### config.mk
export PLATFORM = sky130hd
export DESIGN_NAME = scr_div_stage
export DESIGN_NICKNAME = d
export VERILOG_FILES = /design/src/rtl/core/scr_pkg.sv /design/src/rtl/core/scr_div_stage.sv
export SDC_FILE = /design/constraint.sdc
export NUM_CORES = 1
export LEC_CHECK = 0
export BUFFER_PORTS_ARGS = -buffer_cell sky130_fd_sc_hd__buf_4
export CAP_MARGIN = 20
export CORE_AREA = 4 4 323 325
export CTS_BUF_LIST = sky130_fd_sc_hd__clkbuf_4 sky130_fd_sc_hd__clkbuf_8 sky130_fd_sc_hd__clkbuf_16
export DETAILED_ROUTE_END_ITERATION = 7
export DIE_AREA = 0 0 327 329
export RECOVER_POWER = 25
export SETUP_SLACK_MARGIN = 0.2
export SLEW_MARGIN = 20
export SYNTH_ARGS = -nofsm -noshare
export SYNTH_HDL_FRONTEND = slang
export SYNTH_SLANG_ARGS = --single-unit
### constraint.sdc
create_clock -name clk -period 28.8 [get_ports clk]
set_input_delay 4.32 -clock clk [delete_from_list [all_inputs] [get_ports clk]]
set_output_delay 4.32 -clock clk [all_outputs]
set_load 0.1 [all_outputs]
### src/rtl/core/scr_pkg.sv
// ----------------------------------------------------------------------------
// scr_pkg
// Types and constants shared by the sphere collision and reflection pipeline.
// ----------------------------------------------------------------------------
package scr_pkg;

  localparam int VW = 24;  // vector component width
  localparam int RW = 22;  // radius width
  localparam int QB = 25;  // quotient bits produced by the divider
  localparam int DW = 47;  // divisor width (twice the squared distance)
  localparam int NW = 73;  // dividend width

  typedef struct packed {
    logic signed [VW-1:0] self_pos_x;
    logic signed [VW-1:0] self_pos_y;
    logic signed [VW-1:0] self_pos_z;
    logic        [RW-1:0] self_radius;
    logic signed [VW-1:0] other_pos_x;
    logic signed [VW-1:0] other_pos_y;
    logic signed [VW-1:0] other_pos_z;
    logic        [RW-1:0] other_radius;
    logic signed [VW-1:0] other_vel_x;
    logic signed [VW-1:0] other_vel_y;
    logic signed [VW-1:0] other_vel_z;
  } scr_in_t;

  typedef struct packed {
    logic                 hit;
    logic signed [VW-1:0] bounce_x;
    logic signed [VW-1:0] bounce_y;
    logic signed [VW-1:0] bounce_z;
    logic signed [VW-1:0] new_pos_x;
    logic signed [VW-1:0] new_pos_y;
    logic signed [VW-1:0] new_pos_z;
  } scr_out_t;

  // Per-item data that rides along the divider untouched.
  typedef struct packed {
    logic                  hit;
    logic                  dzero;
    logic [2:0]            neg;
    logic [2:0][VW-1:0]    vel;
    logic [2:0][VW-1:0]    opos;
  } scr_side_t;

  typedef struct packed {
    scr_side_t             side;
    logic [DW-1:0]         d2;
    logic [2:0][DW-1:0]    rem;
    logic [2:0][QB-1:0]    nq;
    logic [2:0]            ovf;
  } scr_div_t;

endpackage

### src/rtl/core/scr_div_stage.sv
// ----------------------------------------------------------------------------
// scr_div_stage
// One restoring division step on all three lanes, one quotient bit each.
// ----------------------------------------------------------------------------
module scr_div_stage (
  input  logic              clk,
  input  logic              rst_n,
  input  logic              up_valid,
  output logic              up_ready,
  input  scr_pkg::scr_div_t up_data,
  output logic              dn_valid,
  input  logic              dn_ready,
  output scr_pkg::scr_div_t dn_data
);
  import scr_pkg::*;

  logic     vld_r;
  scr_div_t data_r, data_nxt;
  logic     en;

  assign en = !vld_r || dn_ready;
  assign up_ready = en;

  always_comb begin
    logic [DW:0] t, diff;
    logic        ge;
    data_nxt = up_data;
    for (int i = 0; i < 3; i++) begin
      t    = {up_data.rem[i], up_data.nq[i][QB-1]};
      diff = t - {1'b0, up_data.d2};
      ge   = t >= {1'b0, up_data.d2};
      data_nxt.rem[i] = ge ? diff[DW-1:0] : t[DW-1:0];
      data_nxt.nq[i]  = {up_data.nq[i][QB-2:0], ge};
    end
  end

  always_ff @(posedge clk) begin
    if (!rst_n) begin
      vld_r <= 1'b0;
    end else if (en) begin
      vld_r <= up_valid;
    end
  end

  always_ff @(posedge clk) begin
    if (en) data_r <= data_nxt;
  end

  assign dn_valid = vld_r;
  assign dn_data  = data_r;

  // Without overflow the partial remainder always stays below the divisor.
  a_rem_bound: assert property (@(posedge clk) disable iff (!rst_n)
    vld_r && !data_r.ovf[0] && data_r.d2 != '0 |-> data_r.rem[0] < data_r.d2)
    else $error("division remainder out of range");

endmodule

==> metrics.cfg <==
[outcome]
status = finished with violations
violations = max-capacitance violations, max-slew violations

[worst_hold_path]
hp-start = dn_valid
hold-path-cell-count = 1
hold_path_end = dn_data[270]
hold_class = reg -> reg

[timing]
slew_headroom = -4.94
rsz0062_at_grt = no
fin_skew_ns = 0.0236
drv_slew = 197
fmax_ghz = 0.0828
worst_slew_pin_slew_ns = 8.91
fin_tns_setup_ns = 0
fin_crit_sh = 0.419
finalHoldViolCount = 0
setup_viol = 0
period_needed_ns = 12.08

[logic_synthesis]
syn_avg_cell_area_sq_um = 11.7
synthTopCellsByArea = edfxtp_1 56%, ha_1 7.9%, a21oi_1 3.7%
synth_top_area_frac = 0.560
ys_seq_elements = 416
synth_top_cell_by_area = edfxtp_1
synthTopCellsByCount = 415 x edfxtp_1, 170 x nand2_1, 164 x a21oi_1, 141 x ha_1, 134 x o21ai_0
synth_ff_type = edfxtp_1
syn_inst = 1905
synthesis.area_sq_um = 22300
yosysWarnings = 0
yosysSeqAreaShare = 0.561
synth-edff-count = 415
yosysUniqueCellTypes = 76
synthArstFlopShare = 0
yosysMostFrequentCell = edfxtp_1
syn-num-nets = 2468

[critical_path]
slowest_stage = clkbuf_1
r2r_slack_ns = 20.29
cp.buffers_inverters = 2
critPathRequiredTime_ns = 29.01
crit_type = in -> reg
cp_common_cell = clkbuf_1
crit_family = buffers and inverters
rr_worst_depth = 3
critPathCaptureType = flop
r2r_end = dn_valid
startpoint = dn_ready
startpoint_type = primary input
path_cells = clkbuf_1 > nand2b_1 > clkbuf_1 > a21boi_0
cp_max_fo = 162
worstPathArrival_ns = 12.28
max_stage_delay_ns = 6.21
r2r_start = dn_valid

[clock_tree]
cts_buffer_depth = 3
cts_hold_buf = 0
cts_num_sinks = 416
cts_max_level = 2
insertion_delay_ns = 0.64
path_clk_slew_ns = 0.06
cts_resized = 0
root_buffer = clkbuf_16
numCtsBuffers = 55
cts_tree = done
post_cts_buffers = 0

[floorplanning]
placementRows = 117
core_area_sq_um = 101000
chipHeight_microns = 329
die_w_microns = 327
die_area_sq_um = 108000
start_util = 0.219
ios = 836

[final_layout]
final.fill_count = 10500
postLayoutCellArea_sq_um = 31900
final_nets = 3311
area_growth_pct = 43.2
drive_gt1_frac = 0.344

[detailed_routing]
vias_per_cell = 4.62
first_iter_violations = 1054
final_antenna_net_count = 0
first_pass_iters = 7
wl_per_cell_microns = 26.8
drc_errors = 0
routed-via-count = 19300
drt-total-wl_mm = 112

[global_route]
track_usage = 0.198
grt_pass1_vias = 19000
grt.overflow.total = 0
grt_max_degree = 163
antenna_found_initial = 75
grt_pass1_wl_mm = 150

[pwr]
power_density_nw_per_um2 = 78.0
ir_drop_mv = 0.0513
p_leak_uw = 0.0137

[placed_design]
port_buffers = 835
post_dp_cell_area_sq_um = 30100
hpwl_mm = 95.3
place_congestion = 0.940

[job]
drv_cap = 2

[worst reg2reg max path: stages, from the launching register on]
cell and delay, ns:
dfxtp_1 0.34, nand2b_1 0.83, clkbuf_1 6.21, a21boi_0 0.70
[worst max path at each step]
stage / to / slack (ns) / depth (start not counted)
2_1_floorplan: up_ready / 9.55 / 1
3_3_place_gp: up_ready / 19.32 / 3
3_5_place_dp: up_ready / 19.32 / 3
4_1_cts: up_ready / 19.31 / 3
5_1_grt: dn_valid / 15.92 / 4
6_report: dn_valid / 16.72 / 4
[report_power, final]
part	switching, uW	internal [uW]	total (uW)	leakage [uW]
Clock	289	453	743	0.000964
Combinational	745	221	965	0.00845
Sequential	23.8	755	779	0.00431
Total	1060	1430	2490	0.0137
[sequential cells by signal, indices dropped and copies added, names as in the netlist]
register / flops
dn_valid: 1
dn_data: 415
[routing by layer]
layer / wire length [microns] / up-vias / track usage
met4: 3620 / 22 / 0.0571
met2: 57200 / 822 / 0.361
met3: 9090 / 234 / 0.0658
met5: 138 / - / 0
li1: - / 8900 / -
met1: 42100 / 9312 / 0.218
[final cells by class]
| cell class | count | area (sq um) | share of cell area |
|---|---|---|---|
| flip-flops and latches | 416 | 12500 | 0.392 |
| well taps | 1368 | 1710 | 0.0537 |
| multi-input cells | 1329 | 9130 | 0.287 |
| inverters | 97 | 364 | 0.0114 |
| clock inverters | 37 | 478 | 0.0150 |
| clock buffers | 64 | 1460 | 0.0459 |
| diodes | 19 | 47.5 | 0.00149 |
| repair buffers | 849 | 6190 | 0.194 |
[per-stage QoR]
stage | std cells | total power (uW) | worst slack [ns] | utilization | hold slack (ns)
2_1_floorplan | 1905 | 1510 | 9.55 | - | 4.42
3_3_place_gp | 4059 | 1760 | 19.32 | 0.297 | 0.917
3_5_place_dp | 4059 | 1760 | 19.32 | 0.297 | 0.904
4_1_cts | 4160 | 2520 | 19.31 | 0.316 | 0.916
5_1_grt | 4173 | 2580 | 15.92 | 0.314 | 1.46
6_report | 4179 | 2490 | 16.72 | 0.314 | 1.41
[logic make-up (layout without fill, tap and decap cells)]
kind of cell             count (synthesis)  in the layout  synth area share
AND/OR/NAND/NOR                        475            475             0.101
other                                    0             19                 0
multiplexers                            50             50            0.0273
XOR/XNOR                               119            119            0.0468
flip-flops                             416            416             0.561
buffers and inverters                  160           1047            0.0288
AO/OA/AOI/OAI                          541            541             0.153
adder cells (fa/ha/maj)                144            144            0.0820
[cells in the final DEF, fill, tap and decap left out, drive strengths merged, types with 28 or more instances in the layout]
| cell type | synthesis | routed |
|---|---|---|
| mux2 | 43 | 43 |
| ha | 141 | 141 |
| inv | 97 | 100 |
| nand2 | 170 | 170 |
| xnor2 | 77 | 77 |
| nor2 | 108 | 108 |
| nand3 | 31 | 31 |
| a21o | 84 | 84 |
| buf | 13 | 575 |
| edfxtp | 415 | 415 |
| a21oi | 166 | 166 |
| nand4 | 37 | 37 |
| nor3 | 28 | 28 |
| o21ai | 135 | 135 |
| clkbuf | 50 | 338 |
| xor2 | 42 | 42 |
No activity file was read; power rests on OpenSTA's default activity.
