File: config.mk
export PLATFORM = sky130hd
export DESIGN_NAME = scr_back
export DESIGN_NICKNAME = d
export VERILOG_FILES = /design/src/rtl/core/scr_pkg.sv /design/src/rtl/core/scr_back.sv
export SDC_FILE = /design/constraint.sdc
export NUM_CORES = 1
export LEC_CHECK = 0
export BUFFER_PORTS_ARGS = -buffer_cell sky130_fd_sc_hd__buf_2
export CELL_PAD_IN_SITES_DETAIL_PLACEMENT = 0
export CELL_PAD_IN_SITES_GLOBAL_PLACEMENT = 1
export CORE_AREA = 4 4 216 218
export CTS_BUF_LIST = sky130_fd_sc_hd__clkbuf_4
export CTS_CLUSTER_SIZE = 28
export DETAILED_ROUTE_END_ITERATION = 12
export DIE_AREA = 0 0 220 222
export PLACE_DENSITY_LB_ADDON = 0.25
export REMOVE_ABC_BUFFERS = 1
export SETUP_SLACK_MARGIN = 0.1
export SLEW_MARGIN = 15
export SYNTH_ARGS = -nofsm -noshare
export SYNTH_HDL_FRONTEND = slang
export SYNTH_SLANG_ARGS = --single-unit
File: constraint.sdc
create_clock -name clk -period 17.6 [get_ports clk]
set_clock_uncertainty 0.1 [all_clocks]
set_input_delay 1.76 -clock clk [delete_from_list [all_inputs] [get_ports clk]]
set_output_delay 1.76 -clock clk [all_outputs]
set_load 0.005 [all_outputs]
File: src/rtl/core/scr_pkg.sv
// ----------------------------------------------------------------------------
// scr_pkg
// Types and constants shared by the sphere collision and reflection pipeline.
// ----------------------------------------------------------------------------
package scr_pkg;

  localparam int VW = 24;  // vector component width
  localparam int RW = 22;  // radius width
  localparam int QB = 25;  // quotient bits produced by the divider
  localparam int DW = 47;  // divisor width (twice the squared distance)
  localparam int NW = 73;  // dividend width

  typedef struct packed {
    logic signed [VW-1:0] self_pos_x;
    logic signed [VW-1:0] self_pos_y;
    logic signed [VW-1:0] self_pos_z;
    logic        [RW-1:0] self_radius;
    logic signed [VW-1:0] other_pos_x;
    logic signed [VW-1:0] other_pos_y;
    logic signed [VW-1:0] other_pos_z;
    logic        [RW-1:0] other_radius;
    logic signed [VW-1:0] other_vel_x;
    logic signed [VW-1:0] other_vel_y;
    logic signed [VW-1:0] other_vel_z;
  } scr_in_t;

  typedef struct packed {
    logic                 hit;
    logic signed [VW-1:0] bounce_x;
    logic signed [VW-1:0] bounce_y;
    logic signed [VW-1:0] bounce_z;
    logic signed [VW-1:0] new_pos_x;
    logic signed [VW-1:0] new_pos_y;
    logic signed [VW-1:0] new_pos_z;
  } scr_out_t;

  // Per-item data that rides along the divider untouched.
  typedef struct packed {
    logic                  hit;
    logic                  dzero;
    logic [2:0]            neg;
    logic [2:0][VW-1:0]    vel;
    logic [2:0][VW-1:0]    opos;
  } scr_side_t;

  typedef struct packed {
    scr_side_t             side;
    logic [DW-1:0]         d2;
    logic [2:0][DW-1:0]    rem;
    logic [2:0][QB-1:0]    nq;
    logic [2:0]            ovf;
  } scr_div_t;

endpackage

File: src/rtl/core/scr_back.sv
// ----------------------------------------------------------------------------
// scr_back
// Reflection, saturation, new position and the output register.
// ----------------------------------------------------------------------------
module scr_back (
  input  logic              clk,
  input  logic              rst_n,
  input  logic              up_valid,
  output logic              up_ready,
  input  scr_pkg::scr_div_t up_data,
  output logic              out_valid,
  input  logic              out_ready,
  output scr_pkg::scr_out_t out_data
);
  import scr_pkg::*;

  logic     out_valid_r;
  scr_out_t out_r, out_nxt;
  logic     en;

  assign en = !out_valid_r || out_ready;
  assign up_ready = en;

  always_comb begin
    logic [2:0][23:0] b, np;
    logic [25:0]        cmag;
    logic signed [26:0] cs, bw;
    logic signed [24:0] pw;
    for (int i = 0; i < 3; i++) begin
      // An overflowed quotient only needs to be large enough to saturate.
      if (up_data.side.dzero) cmag = '0;
      else if (up_data.ovf[i]) cmag = 26'h2000000;
      else cmag = {1'b0, up_data.nq[i]};
      cs = up_data.side.neg[i] ? -$signed({1'b0, cmag}) : $signed({1'b0, cmag});
      bw = 27'($signed(up_data.side.vel[i])) - cs;
      if (bw > 27'sd8388607) b[i] = 24'h7FFFFF;
      else if (bw < -27'sd8388608) b[i] = 24'h800000;
      else b[i] = bw[23:0];
      pw = 25'($signed(up_data.side.opos[i])) + 25'($signed(b[i]));
      if (pw > 25'sd8388607) np[i] = 24'h7FFFFF;
      else if (pw < -25'sd8388608) np[i] = 24'h800000;
      else np[i] = pw[23:0];
      if (!up_data.side.hit) begin
        b[i]  = '0;
        np[i] = '0;
      end
    end
    out_nxt.hit       = up_data.side.hit;
    out_nxt.bounce_x  = b[0];
    out_nxt.bounce_y  = b[1];
    out_nxt.bounce_z  = b[2];
    out_nxt.new_pos_x = np[0];
    out_nxt.new_pos_y = np[1];
    out_nxt.new_pos_z = np[2];
  end

  always_ff @(posedge clk) begin
    if (!rst_n) begin
      out_valid_r <= 1'b0;
    end else if (en) begin
      out_valid_r <= up_valid;
    end
  end

  always_ff @(posedge clk) begin
    if (en) out_r <= out_nxt;
  end

  assign out_valid = out_valid_r;
  assign out_data  = out_r;

  a_miss_zero: assert property (@(posedge clk) disable iff (!rst_n)
    out_valid_r && !out_r.hit |-> out_r.bounce_x == '0 && out_r.bounce_y == '0
      && out_r.bounce_z == '0 && out_r.new_pos_x == '0 && out_r.new_pos_y == '0
      && out_r.new_pos_z == '0)
    else $error("miss item carries nonzero vectors");

  a_coincident: assert property (@(posedge clk) disable iff (!rst_n)
    en && up_valid && up_data.side.hit && up_data.side.dzero
      |=> out_r.bounce_x == $past(up_data.side.vel[0]))
    else $error("coincident centers must pass the velocity through");

endmodule

==> flow_summary.json, run 1 <==
{
  "status": "completed",
  "p_int_mw": 1.29,
  "path_max_fanout": 23,
  "report.final.hold_viol_count": 0,
  "ys_ff_latch": 146,
  "io_buffers": 377,
  "tightest_slew_ns": 1.03,
  "ios": 566,
  "setup-violations-final": 0,
  "final_common_cell": "buf_2",
  "layout.nets": 2868,
  "synth-xor-area-share_pct": 9.49,
  "crit_path_start_kind": "primary input",
  "htreeDepth": 4,
  "routed_wl_um": 60800,
  "synthMuxAreaShare_pct": 0.255,
  "root_buffer": "clkbuf_4",
  "num_rows": 78,
  "clk_pin_slew_ns": 0.14,
  "maxCapViolations": 0,
  "cts.sink_count": 146,
  "ctsHoldBuffers": 0,
  "clk_latency_ns": 0.70,
  "synthCells": 1973,
  "fmax_mhz": 98.4,
  "cp.required_ns": 17.90,
  "die_height_um": 222,
  "slew_viol_final": 0,
  "dr.pass1.iters": 6,
  "worstHoldPathCells": 2,
  "p_leak_nw": 8.32,
  "design_area_sq_mm": 0.0189,
  "vias": 16500,
  "grt_max_degree": 68,
  "synth-async-reset-ratio_pct": 0,
  "combPwrFrac_pct": 64.6,
  "worstSetupPathType": "primary input to flop",
  "ys_types": 93,
  "grt_pass1_wl_um": 90600,
  "start_util_pct": 36.1,
  "core_sq_mm": 0.0449,
  "cp-end-kind": "flop",
  "areaGrowthSynthToFinish_pct": 16.8,
  "period_minus_slack_ns": 10.16,
  "overflow": 0,
  "max-vdd-ir-drop_uv": 71.8,
  "syn_area_per_cell_sq_um": 8.22,
  "gp_congestion": 0.977,
  "synth-adder-area-share_pct": 12.5,
  "p_clk_share_pct": 10.2,
  "cts_tree": "built",
  "cts.repair.resized": 0,
  "synth_compound_gate_area_share_pct": 29.8,
  "ant_nets": 0,
  "post-route-drc-count": 0,
  "syn-cell-area_sq_mm": 0.0162,
  "grt_use_total_pct": 24.0,
  "slew_headroom_pct": 31.2,
  "first_iter_violations": 1218,
  "cts.path.max_buffers": 2,
  "min_path_type": "flop to flop",
  "final_cell_mix": "377 x buf_2, 232 x o21ai_0, 210 x nand2_1",
  "crit_arrival_ns": 10.46,
  "seq_area_frac_synth_pct": 27.0,
  "crit_path_frequent_cell": "o21ai_0",
  "power_switching_mw": 1.13,
  "fin_crit_sh_pct": 57.7,
  "rr_worst_depth": 3,
  "synth_top_family_by_area": "compound AO/OA/AOI/OAI gates",
  "cts_made_buffers": 17,
  "postCtsSetupBuffers": 0,
  "seqPwrFrac_pct": 25.2,
  "path_buf_inv": 2,
  "p_per_area_mw_per_mm2": 128,
  "cpPeakStageDelay_ns": 0.84,
  "place_hpwl_um": 49600,
  "die-area_sq_mm": 0.0488,
  "fp.dieW_um": 220,
  "crit_family": "compound AO/OA/AOI/OAI gates",
  "synth_edf_count": 145,
  "grt_pass1_vias": 15300,
  "fin_tns_setup_ns": 0,
  "grt_antenna_before_repair": 12,
  "netSwitchingFraction_pct": 46.6,
  "yosysWarningCount": 0,
  "synth_area_leaders": "edfxtp_1 27%, ha_1 12%, o21ai_0 7.2%",
  "ys.flop_type": "edfxtp_1",
  "wl_per_cell_um": 20.9,
  "routed_via_density": 5.67,
  "place_area_sq_mm": 0.0186,
  "netlist.area_leader.share_pct": 26.9,
  "cp.depth": 28,
  "drive_gt1_share_pct": 20.8,
  "cp_slowest_cell": "or2_0",
  "synth-simple-area-share_pct": 17.3,
  "yosysTopAreaCell": "edfxtp_1",
  "grt_setup_unrepaired": "false"
}
## power by group through the flow
stage	sequential (mW)	clock [mW]	combinational (mW)
2_1_floorplan	0.628	0	1.02
3_3_place_gp	0.620	0	1.54
3_5_place_dp	0.620	0	1.55
4_1_cts	0.613	0.259	1.56
5_1_grt	0.621	0.273	1.75
6_report	0.611	0.247	1.57
## registers in the layout, indices dropped and copies added (netlist names)
name       cells
out_valid      1
out_data     145
## worst reg2reg max path, delay by kind of cell, from the launching register on
family	cells	cell delay (ns)
flip-flops	1	0.36
AND/OR/NAND/NOR	1	0.47
buffers and inverters	2	1.45
## area by class of cell
cell class / count / area (sq um)
inverters: 52 / 195
multi-input cells: 1682 / 11300
clock inverters: 15 / 183
repair buffers: 391 / 1990
diodes: 4 / 10.0
fillers: 4655 / 26000
clock buffers: 17 / 128
well taps: 600 / 751
flip-flops and latches: 146 / 4370
## cells by family after synthesis
family	after synthesis
compound gates	761
simple gates	584
xor+xnor	174
fa+ha+maj	159
flops	146
buf+inv	145
mux	4
## worst paths after layout
kind,endpoint,start,slack [ns]
setup reg to reg,out_data[32]$_SDFFCE_PN0P_,out_valid$_SDFFE_PN0P_,14.81
hold reg to reg,out_valid$_SDFFE_PN0P_,out_valid$_SDFFE_PN0P_,0.94
setup / recovery,out_data[29]$_SDFFCE_PN0P_,up_data[413],7.44
hold / removal,out_valid$_SDFFE_PN0P_,out_valid$_SDFFE_PN0P_,0.94
## cells in the mapped netlist, types with 19 or more instances
master    number
xor2_1        62
nor2b_1       19
edfxtp_1     145
xnor2_1      110
a21o_1        85
and3_1        19
o21a_1        29
o211ai_1      22
and2_1        23
inv_1         50
a211oi_1      34
nor3_1        26
o21ai_0      234
nand2_1      210
nand4_1       21
nand3_1       55
clkbuf_1      74
ha_1         153
a31oi_1       21
nor2_1       114
or3_1         21
a21oi_1      177
nand2b_1      23
## routing by layer
layer / track usage (%) / vias up / wire (um)
met1: 34.9 / 7804 / 28800
met2: 36.4 / 589 / 26500
met5: 0 / - / 115
met3: 5.91 / 56 / 4640
met4: 4.13 / 18 / 703
li1: - / 8022 / -
## per-stage QoR
step	setup WS, ns	hold slack [ns]	instances	util [%]	power (mW)
2_1_floorplan	7.40	1.76	1880	-	1.65
6_report	7.44	0.944	2907	42.2	2.43
4_1_cts	6.84	0.982	2903	42.1	2.43
3_3_place_gp	6.16	0.927	2871	41.4	2.16
3_5_place_dp	6.05	0.953	2871	41.4	2.17
5_1_grt	6.75	1.03	2905	42.2	2.64
Note: power is estimated with default switching activity, not from simulation.
==> run 2: changes to the inputs <==
Settings changed: CORE_AREA 4 4 216 218 to unset, CORE_MARGIN set to 4, CORE_UTILIZATION set to 34, DIE_AREA 0 0 220 222 to unset.
Clock period 17.6 ns to 8.6 ns, I/O delays scaled along.
==> run 2 against run 1 <==
Effect of this change: wire length is 0.59% lower; global-route usage is 1.3 points lower; design area is 1.0% higher; flip-flop and latch count stayed put; register-to-register slack worse by 8.9 ns; non-clock buffer count is 29 higher; via count is 0.69% higher; worst setup slack worse by 6.8 ns; die area is 4.9% higher; sequential share of layout area is 0.23 points lower; sequential power is 100% higher.
==> flow_summary.json, run 2 (synthesis gave the netlist of run 1 again) <==
{
  "status": "completed",
  "cp_slowest_cell": "or4_1",
  "report.final.hold_viol_count": 0,
  "start_util_pct": 34.6,
  "num_rows": 79,
  "power_mw": 4.95,
  "ant_nets": 0,
  "final_common_cell": "buf_2",
  "cp-startpoint": "up_data[10]",
  "largest_register_ffs": 145,
  "p_clk_share_pct": 8.7,
  "combPwrFrac_pct": 65.9,
  "io_buffers": 377,
  "max-vdd-ir-drop_uv": 95.8,
  "areaGrowthSynthToFinish_pct": 18.0,
  "cts.sink_count": 146,
  "layoutNonFillerInstCount": 2947,
  "grt_use_total_pct": 22.7,
  "crit_family": "compound AO/OA/AOI/OAI gates",
  "first_iter_violations": 1172,
  "fmax_mhz": 126,
  "path_max_fanout": 22,
  "cts.path.max_buffers": 2,
  "min_path_type": "primary input to flop",
  "p_int_mw": 2.61,
  "gp_congestion": 0.936,
  "place_hpwl_um": 50200,
  "ios": 566,
  "post-route-drc-count": 0,
  "ctsHoldBuffers": 0,
  "cpPeakStageDelay_ns": 0.53,
  "cts_made_buffers": 17,
  "cts_tree": "built",
  "cp-end-kind": "flop",
  "clk_pin_slew_ns": 0.14,
  "routed_via_density": 5.63,
  "period_minus_slack_ns": 7.93,
  "setup-violations-final": 0,
  "drive_gt1_share_pct": 21.7,
  "routed_wl_um": 60400,
  "htreeDepth": 4,
  "maxCapViolations": 0,
  "grt_antenna_before_repair": 10,
  "postCtsSetupBuffers": 0,
  "tightest_slew_ns": 0.718,
  "die-area_sq_mm": 0.0513,
  "fp.dieW_um": 226,
  "root_buffer": "clkbuf_4",
  "grt_pass1_vias": 15900,
  "worstSetupPathType": "primary input to flop",
  "grt_max_degree": 53,
  "r2r-start": "out_valid$_SDFFE_PN0P_",
  "cp.required_ns": 9.01,
  "path_buf_inv": 2,
  "fin_crit_sh_pct": 92.2,
  "grt_setup_unrepaired": "false",
  "crit_path_start_kind": "primary input",
  "vias": 16600,
  "seqPwrFrac_pct": 25.3,
  "die_height_um": 226,
  "grt_pass1_wl_um": 90500,
  "p_per_area_mw_per_mm2": 259,
  "crit_arrival_ns": 8.34,
  "wl_per_cell_um": 20.5,
  "slew_headroom_pct": 52.2,
  "dp_cells": 2907,
  "layout.nets": 2897,
  "multiInputGateArea_sq_mm": 0.0113,
  "finalWorstSetupSlack_ns": 0.672,
  "num-fill-cells": 4878,
  "clk_latency_ns": 0.68,
  "core_sq_mm": 0.0469,
  "slew_viol_final": 0,
  "overflow": 0,
  "dr.pass1.iters": 5,
  "netSwitchingFraction_pct": 47.2,
  "pre_cts_ws_ns": 0.0404,
  "seq_area_sq_mm": 0.00437,
  "cts.repair.resized": 0,
  "power_switching_mw": 2.34,
  "p_leak_nw": 8.44,
  "final_cell_mix": "377 x buf_2, 232 x o21ai_0, 210 x nand2_1",
  "min-delay-start": "rst_n"
}
run 2: cell count changes in the layout (fill, tap and decap cells not counted), sizes merged:
cell | before | now
clkinv | 7 | 6
bufinv | 3 | 0
buf | 391 | 420
inv | 55 | 59
diode | 4 | 8
run 2: power by group through the flow:
stage,combinational [mW],sequential (mW),clock (mW)
2_1_floorplan,2.09,1.29,0
3_3_place_gp,3.23,1.27,0
3_5_place_dp,3.23,1.28,0
4_1_cts,3.25,1.26,0.456
5_1_grt,3.62,1.28,0.475
6_report,3.26,1.25,0.432
run 2: worst paths after layout:
check | endpoint | slack (ns) | cells after the start
max | out_data[55]$_SDFFCE_PN0P_ | 0.67 | 26
min reg2reg | out_data[137]$_SDFFCE_PN0P_ | 0.97 | 1
max reg2reg | out_data[113]$_SDFFCE_PN0P_ | 5.89 | 3
min | out_valid$_SDFFE_PN0P_ | 0.31 | 2
run 2: layout make-up:
class                   count  area share [%]
clock buffers              17           0.667
repair buffers            420            11.7
diodes                      8           0.105
flip-flops and latches    146            22.9
multi-input cells        1682            59.0
clock inverters            15           0.667
well taps                 607            3.97
inverters                  52            1.02
run 2: routing by layer:
layer | global-route usage, % | vias to the layer above | wire, um
met5 | 0 | - | 55
met4 | 6.01 | 8 | 1060
met3 | 4.52 | 52 | 3990
met2 | 34.9 | 536 | 26300
met1 | 32.7 | 7924 | 29000
li1 | - | 8082 | -
run 2: per-stage QoR:
step,TNS [ns],cell area (sq um),utilization (%),hold slack (ns)
floorplan,-30.17,15800,-,0.859
global placement,0,18900,40.2,1.01
detailed placement,0,18900,40.2,1.02
CTS,0,19100,40.8,0.192
global route,0,19100,40.8,0.261
finish,0,19100,40.8,0.312
==> run 3: changes to the inputs <==
--- a/config.mk
+++ b/config.mk
@@ -10,2 +10,3 @@
 export CELL_PAD_IN_SITES_GLOBAL_PLACEMENT = 1
+export CORE_ASPECT_RATIO = 0.7
 export CORE_MARGIN = 4
==> constraint.sdc (replaced) <==
create_clock -name clk -period 8.6 [get_ports clk]
set_clock_uncertainty 0.1 [all_clocks]
set_input_delay 0.43 -clock clk [delete_from_list [all_inputs] [get_ports clk]]
set_output_delay 0.43 -clock clk [all_outputs]
set_load 0.005 [all_outputs]
==> run 3 against run 2 <==
Effect of this change: global-route usage decreased by 0.19 points; die area grew 0.11%; wire length is 1.3% lower; non-clock buffer count fell by 5; largest power group unchanged; highest routed layer unchanged.
==> flow_summary.json, run 3 (synthesis gave the netlist of run 1 again) <==
{
  "cts.path.max_buffers": 2,
  "slew_headroom_pct": 40.8,
  "worstHoldPathCells": 4,
  "layoutNonFillerInstCount": 2943,
  "place_hpwl_um": 49500,
  "grt_pass1_vias": 15500,
  "ios": 566,
  "worstSetupPathType": "primary input to flop",
  "drive_gt1_share_pct": 21.5,
  "post-route-drc-count": 0,
  "report.final.hold_viol_count": 0,
  "crit_path_start_kind": "primary input",
  "die-area_sq_mm": 0.0513,
  "rrSetupSlack_ns": 6.48,
  "dr.pass1.iters": 5,
  "crit_arrival_ns": 7.94,
  "period_minus_slack_ns": 7.66,
  "fin_crit_sh_pct": 89.1,
  "htreeDepth": 4,
  "start_util_pct": 34.6,
  "cts.sink_count": 146,
  "slew_viol_final": 0,
  "ant_nets": 0,
  "die_height_um": 191,
  "p_per_area_mw_per_mm2": 264,
  "hold_ws_ns": 0.184,
  "seq_area_sq_mm": 0.00437,
  "path_max_fanout": 23,
  "maxCapViolations": 0,
  "gp_congestion": 0.895,
  "first_iter_violations": 1437,
  "grt_pass1_wl_um": 89500,
  "num-fill-cells": 4854,
  "clk_latency_ns": 0.66,
  "dp_cells": 2903,
  "clk_pin_slew_ns": 0.14,
  "p_leak_nw": 8.43,
  "num_rows": 66,
  "cts_tree": "built",
  "overflow": 0,
  "wl_per_cell_um": 20.3,
  "cp.required_ns": 8.88,
  "vias": 16500,
  "grt_use_total_pct": 22.5,
  "grt_antenna_before_repair": 7,
  "cts_made_buffers": 17,
  "io_buffers": 377,
  "root_buffer": "clkbuf_4",
  "status": "completed",
  "final_core_util_pct": 40.9,
  "min_path_type": "primary input to flop",
  "grt_setup_unrepaired": "false",
  "cp-end-kind": "flop",
  "max-vdd-ir-drop_uv": 131,
  "areaGrowthSynthToFinish_pct": 18.1,
  "core_sq_mm": 0.0468,
  "routed_via_density": 5.60,
  "multiInputGateArea_sq_mm": 0.0113,
  "rr_worst_depth": 2,
  "fmax_mhz": 131,
  "grt_max_degree": 64,
  "tightest_slew_ns": 0.888,
  "layout.nets": 2892,
  "cts.repair.resized": 0,
  "setup-violations-final": 0,
  "fp.dieW_um": 269,
  "largest_register_ffs": 145,
  "routed_wl_um": 59600,
  "final_common_cell": "buf_2",
  "final_cell_mix": "377 x buf_2, 232 x o21ai_0, 210 x nand2_1"
}
[run 3: cell types whose count changed in the layout (fill, tap and decap cells not counted), moves of 2 or more]
cell,before,now
buf_12,2,0
diode_2,8,4
clkinv_4,0,2
buf_4,41,34
bufinv_16,0,3
clkinv_1,4,1
dlygate4sd3_1,0,4
[run 3: what timing repair did]
item,4_1_cts,5_1_grt
hold endpoints to repair,3,0
hold buffers,4,0
setup endpoints to repair,0,0
buffers inserted,0,0
[run 3: final cells by class]
type / instances / area share (%)
Clock inverter: 15 / 1.03
Clock buffer: 17 / 0.667
Multi-Input combinational cell: 1682 / 59.0
Antenna cell: 4 / 0.0523
Tap cell: 612 / 4.00
Sequential cell: 146 / 22.8
Inverter: 52 / 1.02
Timing Repair Buffer: 415 / 11.4
[run 3: where the power goes]
part / switching [mW] / internal [mW] / total [mW]
clock: 0.313 / 0.211 / 0.524
combinational: 1.95 / 1.32 / 3.27
sequential: 0.0990 / 1.16 / 1.26
[run 3: path summary, 6_finish.rpt]
kind	endpoint	from
setup / recovery	out_data[27]$_SDFFCE_PN0P_	up_data[413]
setup reg to reg	out_data[44]$_SDFFCE_PN0P_	out_valid$_SDFFE_PN0P_
hold / removal	out_data[24]$_SDFFCE_PN0P_	up_data[290]
hold reg to reg	out_data[70]$_SDFFCE_PN0P_	out_valid$_SDFFE_PN0P_
[run 3: metrics by stage]
| stage | setup slack [ns] | cell area [sq um] | TNS (ns) | power, mW |
|---|---|---|---|---|
| after global routing | 0.395 | 19100 | 0 | 5.50 |
| after floorplan | -0.273 | 15800 | -5.56 | 3.38 |
| after CTS | 1.12 | 19100 | 0 | 5.07 |
| final | 0.941 | 19100 | 0 | 5.06 |
| after detailed placement | 0.391 | 18800 | 0 | 4.52 |
| after global placement | 0.424 | 18800 | 0 | 4.50 |
[run 3: critical path, stage by stage]
cell      delay (ns)
buf_2           0.44
or2_0           0.54
o21ai_1         0.17
o21bai_1        0.26
or3_1           0.50
nand2_1         0.18
xnor2_1         0.10
ha_1            0.22
a21o_1          0.20
or3_1           0.30
o21ai_0         0.34
nand2_1         0.09
a31oi_1         0.27
nor4b_1         0.09
or3b_1          0.50
a21oi_4         0.38
o21ai_0         0.29
ha_1            0.42
and3_1          0.24
a221o_1         0.37
a211oi_1        0.23
o21ai_0         0.17
a221o_1         0.36
nand4_1         0.11
a22oi_1         0.14
o21ai_1         0.16
buf_4           0.25
o21ai_0         0.15
[run 3: per-layer routing]
layer | vias to the layer above | global-route usage [%] | part of all wire (%)
met2 | 511 | 32.2 | 41
met3 | 45 | 6.02 | 7.8
li1 | 8076 | - | -
met4 | 2 | 4.56 | 1.4
met5 | - | 0 | 0.022
met1 | 7839 | 33.8 | 50
